<file path="config.mk">
export PLATFORM = sky130hd
export DESIGN_NAME = nfdw_merge
export DESIGN_NICKNAME = d
export VERILOG_FILES = /design/src/rtl/nfdw_pkg.sv /design/src/rtl/nfdw_merge.sv
export SDC_FILE = /design/constraint.sdc
export NUM_CORES = 1
export LEC_CHECK = 0
export BUFFER_PORTS_ARGS = -buffer_cell sky130_fd_sc_hd__buf_2
export CAP_MARGIN = 10
export CORE_AREA = 2 2 157 159
export DETAILED_ROUTE_END_ITERATION = 6
export DIE_AREA = 0 0 159 161
export GPL_ROUTABILITY_DRIVEN = 0
export PLACE_DENSITY = 0.69
export REMOVE_ABC_BUFFERS = 1
export SYNTH_ARGS = -nofsm -noshare
export SYNTH_HDL_FRONTEND = slang
export SYNTH_SLANG_ARGS = --single-unit
</file>
<file path="constraint.sdc">
create_clock -name clock -period 6.9 [get_ports clock]
set_input_delay 1.035 -clock clock [delete_from_list [all_inputs] [get_ports clock]]
set_output_delay 1.035 -clock clock [all_outputs]
set_load 0.03 [all_outputs]
</file>
<file path="src/rtl/nfdw_pkg.sv">
// ----------------------------------------------------------------------------
// nfdw_pkg
// shared widths, codes and record types of the finite-difference weight unit
// ----------------------------------------------------------------------------
package nfdw_pkg;

   localparam int LANES        = 4;
   localparam int TIME_WIDTH   = 32;
   localparam int TIME_FRAC    = TIME_WIDTH / 2;
   localparam int WEIGHT_WIDTH = 48;
   localparam int WEIGHT_FRAC  = WEIGHT_WIDTH / 2;
   localparam int DIFF_WIDTH   = 32;
   localparam int DEN_WIDTH    = 3 * DIFF_WIDTH;
   localparam int NUM1_WIDTH   = 2 * DIFF_WIDTH + 2;
   localparam int NUM2_WIDTH   = DIFF_WIDTH + 3;
   localparam int NUM3_WIDTH   = 3;
   localparam int N_WIDTH      = NUM1_WIDTH + WEIGHT_FRAC + TIME_FRAC + 2;
   localparam int D_WIDTH      = DEN_WIDTH + 1;
   localparam int QUO_BITS     = WEIGHT_WIDTH;
   localparam int LANE_DEPTH   = QUO_BITS + 2;
   localparam int SIZE_WIDTH   = 3;
   localparam int ROW_WIDTH    = 2;

   localparam int SHIFT_D1 = WEIGHT_FRAC + TIME_FRAC + 1;
   localparam int SHIFT_D2 = WEIGHT_FRAC + 2 * TIME_FRAC + 1;
   localparam int SHIFT_D3 = WEIGHT_FRAC + 3 * TIME_FRAC + 1;

   localparam logic [SIZE_WIDTH-1:0] SIZE_TWO   = 3'd2;
   localparam logic [SIZE_WIDTH-1:0] SIZE_THREE = 3'd3;
   localparam logic [SIZE_WIDTH-1:0] SIZE_FOUR  = 3'd4;
   localparam logic [SIZE_WIDTH-1:0] SIZE_RESET = SIZE_FOUR;

   localparam logic [ROW_WIDTH-1:0] ROW_D0 = 2'd0;
   localparam logic [ROW_WIDTH-1:0] ROW_D1 = 2'd1;
   localparam logic [ROW_WIDTH-1:0] ROW_D2 = 2'd2;
   localparam logic [ROW_WIDTH-1:0] ROW_D3 = 2'd3;

   localparam logic [LANES-1:0] LANE_NEG = 4'b1010;

   localparam logic [WEIGHT_WIDTH-1:0] WEIGHT_ONE = WEIGHT_WIDTH'(1) << WEIGHT_FRAC;
   localparam logic [WEIGHT_WIDTH-1:0] WEIGHT_MAX = {1'b0, {(WEIGHT_WIDTH-1){1'b1}}};
   localparam logic [WEIGHT_WIDTH-1:0] WEIGHT_MIN = {1'b1, {(WEIGHT_WIDTH-1){1'b0}}};

   typedef struct packed {
      logic [DEN_WIDTH-1:0]  den;
      logic [NUM1_WIDTH-1:0] n1;
      logic [NUM2_WIDTH-1:0] n2;
      logic [NUM3_WIDTH-1:0] n3;
   } lane_item_type;

   typedef struct packed {
      lane_item_type [LANES-1:0] lane;
      logic [LANES-1:0]          act;
      logic                      bad;
      logic [SIZE_WIDTH-1:0]     size;
   } item_type;

   typedef struct packed {
      logic                 valid;
      logic [ROW_WIDTH-1:0] row;
      logic                 last;
      logic                 bad;
      logic [LANES-1:0]     act;
   } ctl_type;

endpackage

</file>
<file path="src/rtl/nfdw_merge.sv">
// ----------------------------------------------------------------------------
// nfdw_merge
// combines lane quotients into a weight row: sign, saturation, output register
// ----------------------------------------------------------------------------
module nfdw_merge (
   input  logic                                                clock,
   input  logic                                                reset,
   input  nfdw_pkg::ctl_type                                   ctl_i,
   input  logic [nfdw_pkg::LANES-1:0][nfdw_pkg::QUO_BITS-1:0]  q_i,
   input  logic [nfdw_pkg::LANES-1:0]                          ovf_i,
   output logic                                                advance_o,
   output logic                                                rsp_tvalid,
   input  logic                                                rsp_tready,
   output logic [nfdw_pkg::LANES*nfdw_pkg::WEIGHT_WIDTH-1:0]   rsp_tdata,
   output logic [nfdw_pkg::ROW_WIDTH:0]                        rsp_tuser,
   output logic                                                rsp_tlast
);

   localparam int WW = nfdw_pkg::WEIGHT_WIDTH;

   logic [nfdw_pkg::LANES-1:0][WW-1:0] weight_in;
   logic                                valid_ff;
   logic [nfdw_pkg::LANES*WW-1:0]       data_ff;
   logic [nfdw_pkg::ROW_WIDTH:0]        user_ff;
   logic                                last_ff;

   assign advance_o = !valid_ff || rsp_tready;

   always_comb begin
      for (int j = 0; j < nfdw_pkg::LANES; j++) begin
         logic sat_pos;
         logic sat_neg;
         logic [WW-1:0] w;
         sat_pos = ovf_i[j] || q_i[j][WW-1];
         sat_neg = ovf_i[j] || (q_i[j][WW-1] && (q_i[j][WW-2:0] != '0));
         if (nfdw_pkg::LANE_NEG[j]) begin
            w = sat_neg ? nfdw_pkg::WEIGHT_MIN : (WW'(0) - q_i[j]);
         end else begin
            w = sat_pos ? nfdw_pkg::WEIGHT_MAX : q_i[j];
         end
         if (ctl_i.bad) begin
            weight_in[j] = '0;
         end else if (ctl_i.row == nfdw_pkg::ROW_D0) begin
            weight_in[j] = (j == 0) ? nfdw_pkg::WEIGHT_ONE : '0;
         end else if (ctl_i.act[j]) begin
            weight_in[j] = w;
         end else begin
            weight_in[j] = '0;
         end
      end
   end

   always_ff @(posedge clock) begin
      if (reset) begin
         valid_ff <= 1'b0;
      end else if (advance_o) begin
         valid_ff <= ctl_i.valid;
      end
   end

   always_ff @(posedge clock) begin
      if (advance_o) begin
         data_ff <= weight_in;
         user_ff <= {ctl_i.bad, ctl_i.row};
         last_ff <= ctl_i.last;
      end
   end

   assign rsp_tvalid = valid_ff;
   assign rsp_tdata  = data_ff;
   assign rsp_tuser  = user_ff;
   assign rsp_tlast  = last_ff;

endmodule

</file>
After elaboration in Yosys (flattened, before gate mapping)

Index checks and enable logic that the tools add are counted.

Word-level logic and storage cells: 43
Register bits after elaboration: 197
Input bits: 208
Output and inout port bits: 198

Mux-type cells: 6
$add $sub $neg: 2
Reductions and logical operators: 19
Bitwise operators: 4

Operator list:

| kind                  | count |
|---|---|
| $mux 48               | 2 |
| $sub 1x48->48 const A | 2 |
| $mux 47               | 2 |
| $reduce_bool 47->1    | 2 |
| $mux 25               | 2 |
| $reduce_or 4->1       | 4 |
| $reduce_or 3->1       | 4 |
| $logic_or 1x1->1      | 5 |
| $not 1->1             | 4 |
| $logic_and 1x1->1     | 2 |
| $logic_not 2->1       | 1 |
| $logic_not 1->1       | 1 |

Logic depth before layout (Yosys ltp)

Depth in word-level cells: 4
Gate-level depth with buffers: 10

Worst setup path after synthesis

No wires, ideal clock.

Path kind: input-to-output
From: input port rsp_tready
To: output port advance_o
Required time: 5.865 ns
Slack: -0.099 ns
Stages: 1
Arrival: 5.964 ns
Path through: nand2b_1

Word-level cells in the longest chain between the ends: 1

RTL lines:

| what             | line             | source |
|---|---|---|
| from (decl)      | nfdw_merge.sv:13 | `input logic rsp_tready,` |
| $logic_or 1x1->1 | nfdw_merge.sv:27 | `assign advance_o = !valid_ff \|\| rsp_tready;` |
| to (decl)        | nfdw_merge.sv:11 | `output logic advance_o,` |

No other way between the ends.

Final worst setup path

From: input port q_i[148] in the netlist's numbering
To: register data_ff, in the netlist rsp_tdata[156], data pin

Word-level cells in the longest chain between the ends: 4

RTL lines:

| what                                                                  | line             | source |
|---|---|---|
| from (decl)                                                           | nfdw_merge.sv:9  | `input logic [nfdw_pkg::LANES-1:0][nfdw_pkg::QUO_BITS-1:0] q_i,` |
| parallel branches: the longest is 4 deep, another holds $sub 1x48->48 | --               |  |
| to (signal assigned)                                                  | nfdw_merge.sv:63 | `data_ff <= weight_in;` |
| to (decl)                                                             | nfdw_merge.sv:23 | `logic [nfdw_pkg::LANES*WW-1:0] data_ff;` |

Several ways; the timed one is not identified.
A chain may end at the register's enable or synchronous reset.

==> out/qor.txt <==
RSZ-0062 raised after global routing = no
CTS Sinks = 197
slowest stage cell, crit path = nand4_1
Root Buffer = clkbuf_16
Yosys cell types = 48
min Tclk post-route = 4.020 ns
Crit path largest cell delay = 0.63 ns
Critical Path, Cell by Cell = buf_2 -> or4_4 -> nor2_1 -> nand4_1 -> o31a_1 -> or3_1 -> buf_4 -> and3b_1
Die Y = 161 um
CP Launch Type = input pin
largest net degree at the start of global routing = 79
Top FF cell, synth = edfxtp_1
maxcap violations = 0
setup ws final = 2.880 ns
Syn Inst Count = 707
Rows = 57
Pint = 2.022 mW
post-synthesis cell area = 9050 um2
post-DP HPWL = 18.77 mm
sequential share of the synthesized area = 65.26%
Synth top area share = 65.04%
Pwr per Cell Area = 237.5 nW/um2
CTS tree = yes
gr ovfl total = 0
Crit path buffers/inverters = 2
core footprint = 23,960 um2
Tcrit/Tclk final = 58.26%
Area Growth Syn to Fin = 32.35%
power share of the combinational group = 15.6%
Filler Cell Count = 2,203
commonest non-fill, non-tap cell in the layout = buf_2
sequential fraction of design power = 49.9%
Clock Power Share = 34.5%
Final setup viols = 0
number of global-route vias before repair = 6,824
ANT nets after route = 0
Setup WS pre-CTS = 2.472 ns
Util after Layout = 49.98%
Psw = 822.8 uW
Hold Worst Slack = 0.7821 ns
Max Slew Vio Count = 0
First-pass DRT Iterations = 4
worst-margin pin slew = 1.009 ns
die width = 159 um
Max H-tree Level = 4
Area contributors post-synth = edfxtp_1 65%, o21a_1 7.8%, xor2_1 4.8%
largest fanout on the critical path = 35
Sum Neg Setup Slack = 0 ns
buffers from clock root to sink, at most = 2
yosys warns = 0
first-pass GRT wire length = 38.44 mm
later-pin clock latency in the skew report = 0.43 ns
# DRC = 0
clk slew on worst S/H paths = 0.08 ns
routed length per instance = 17.47 um
Leak = 5.332 nW
post-CTS sizing = 0
IO Port Bufs = 405
Layout Skew = 0.01317 ns
fraction of layout cells with a size suffix above 1 = 41.09%
Net Sw Frac = 28.92%
Iter 0 DRT Violations = 395
crit path kind = input pin to register
final WL = 25.21 mm
syn avg cell area = 12.80 um2
Tot GR Track Use = 19.15%
Peak VDD IR = 0.0001149 V
commonest non-fill, non-tap cells in the layout = 405 x buf_2, 196 x edfxtp_1, 115 x nor2_1, 94 x o21a_1, 50 x xor2_1
Nets = 1,314
CP endpoint kind = register
Final Hold Viols = 0
num ports = 406
Slew Limit Headroom = 32.74%
Synth area leader = edfxtp_1
CTS buffer count = 17
number of flops mapped to enable cells by yosys = 196
Finished Cell Area = 11,980 um2
Initial Utilization = 37.77%
Worst Hold Class = input pin to register
Top delay family on crit path = simple AND/OR/NAND/NOR gates
non-filler instance count after layout = 1,443
Via Count = 7,085
#FFs+latches synth = 197
outcome = complete, no violations
Post-CTS Setup Inserts = 0
Post-synth ARST share = 0%
hold_buf cts = 0
DIE AREA = 25,600 um2
worst path required time = 7.20 ns
total power = 2.845 mW
placed instance area = 11,380 um2
Fmax = 0.2488 GHz
placed insts = 1,409
CP arrival = 4.32 ns
Vias/cell = 4.910
initial antenna violation count = 2
==> layer usage <==
layer	wire [um]	up-vias	GRT usage, %
met2	12610	288	32.79
li1	-	3407	-
met1	10310	3349	23.75
met3	1591	39	4.135
met4	685	2	7.769
met5	13	-	0
==> flip-flops by register name, indices dropped and copies added, names as in the netlist <==
register and cells:
rsp_tvalid 1, rsp_tlast 1, rsp_tdata 192, rsp_tuser 3
==> cells in the mapped netlist, types with 3 or more instances <==
cell      instances
clkbuf_1         20
buf_1             7
nand2b_1          3
and2_1            3
edfxtp_1        196
or4_4             4
nor4_2            3
and3b_1           3
or4_1            10
a21oi_1           4
nor4_1           18
buf_2             3
nand4_1           5
nor2_1          115
buf_6             3
or2_2             5
o31a_1            3
or3_1            13
o21ai_0           4
xor2_1           50
o21a_1           94
inv_1             7
nor2b_1           7
nor3_1           36
nand2_1          23
xnor2_1          27
nor3b_1           3
nand3_1          10
nand3b_1          5
==> final timing paths <==
| check | start | to | slack [ns] | cells after the start |
|---|---|---|---|---|
| min | reset | rsp_tvalid | 0.78 | 2 |
| min reg2reg | rsp_tvalid | rsp_tdata[101] | 1.17 | 1 |
| max reg2reg | rsp_tvalid | rsp_tdata[39] | 4.63 | 2 |
| max | q_i[148] | rsp_tdata[156] | 2.88 | 8 |
==> power groups by stage <==
stage / sequential, mW / combinational (mW) / clock [mW]
2_1_floorplan: 1.62 / 0.0890 / 0
3_3_place_gp: 1.44 / 0.445 / 0
3_5_place_dp: 1.45 / 0.448 / 0
4_1_cts: 1.42 / 0.448 / 1.01
5_1_grt: 1.43 / 0.472 / 1.05
6_report: 1.42 / 0.445 / 0.982
==> final cells by class <==
class,count,area (um2),share of cell area [%]
antenna,2,5.005,0.04178
clock buffer,18,429.2,3.583
clock inverter,14,161.4,1.348
inverter,7,26.28,0.2194
multi-input combinational,471,2980,24.88
sequential,197,5906,49.31
tap,324,405.4,3.385
timing repair buffer,410,2064,17.24
==> worst reg2reg max path, delay by kind of cell, from the launching register on <==
family | cells | cell delay, ns
and+or+nand+nor | 1 | 0.56
DFF | 1 | 0.36
buffers and inverters | 1 | 0.90
==> logic make-up (layout without fill, tap and decap cells) <==
group           after synthesis  count (layout)  synth area share, %
compound gates              116             116                9.457
xor+xnor                     78              78                7.632
fa+ha+maj                     2               2               0.2765
buf+inv                      40             449                1.949
flops                       197             197                65.26
other cells                   1               4              0.04144
simple gates                273             273                15.39
(Power assumes the default switching activity.)
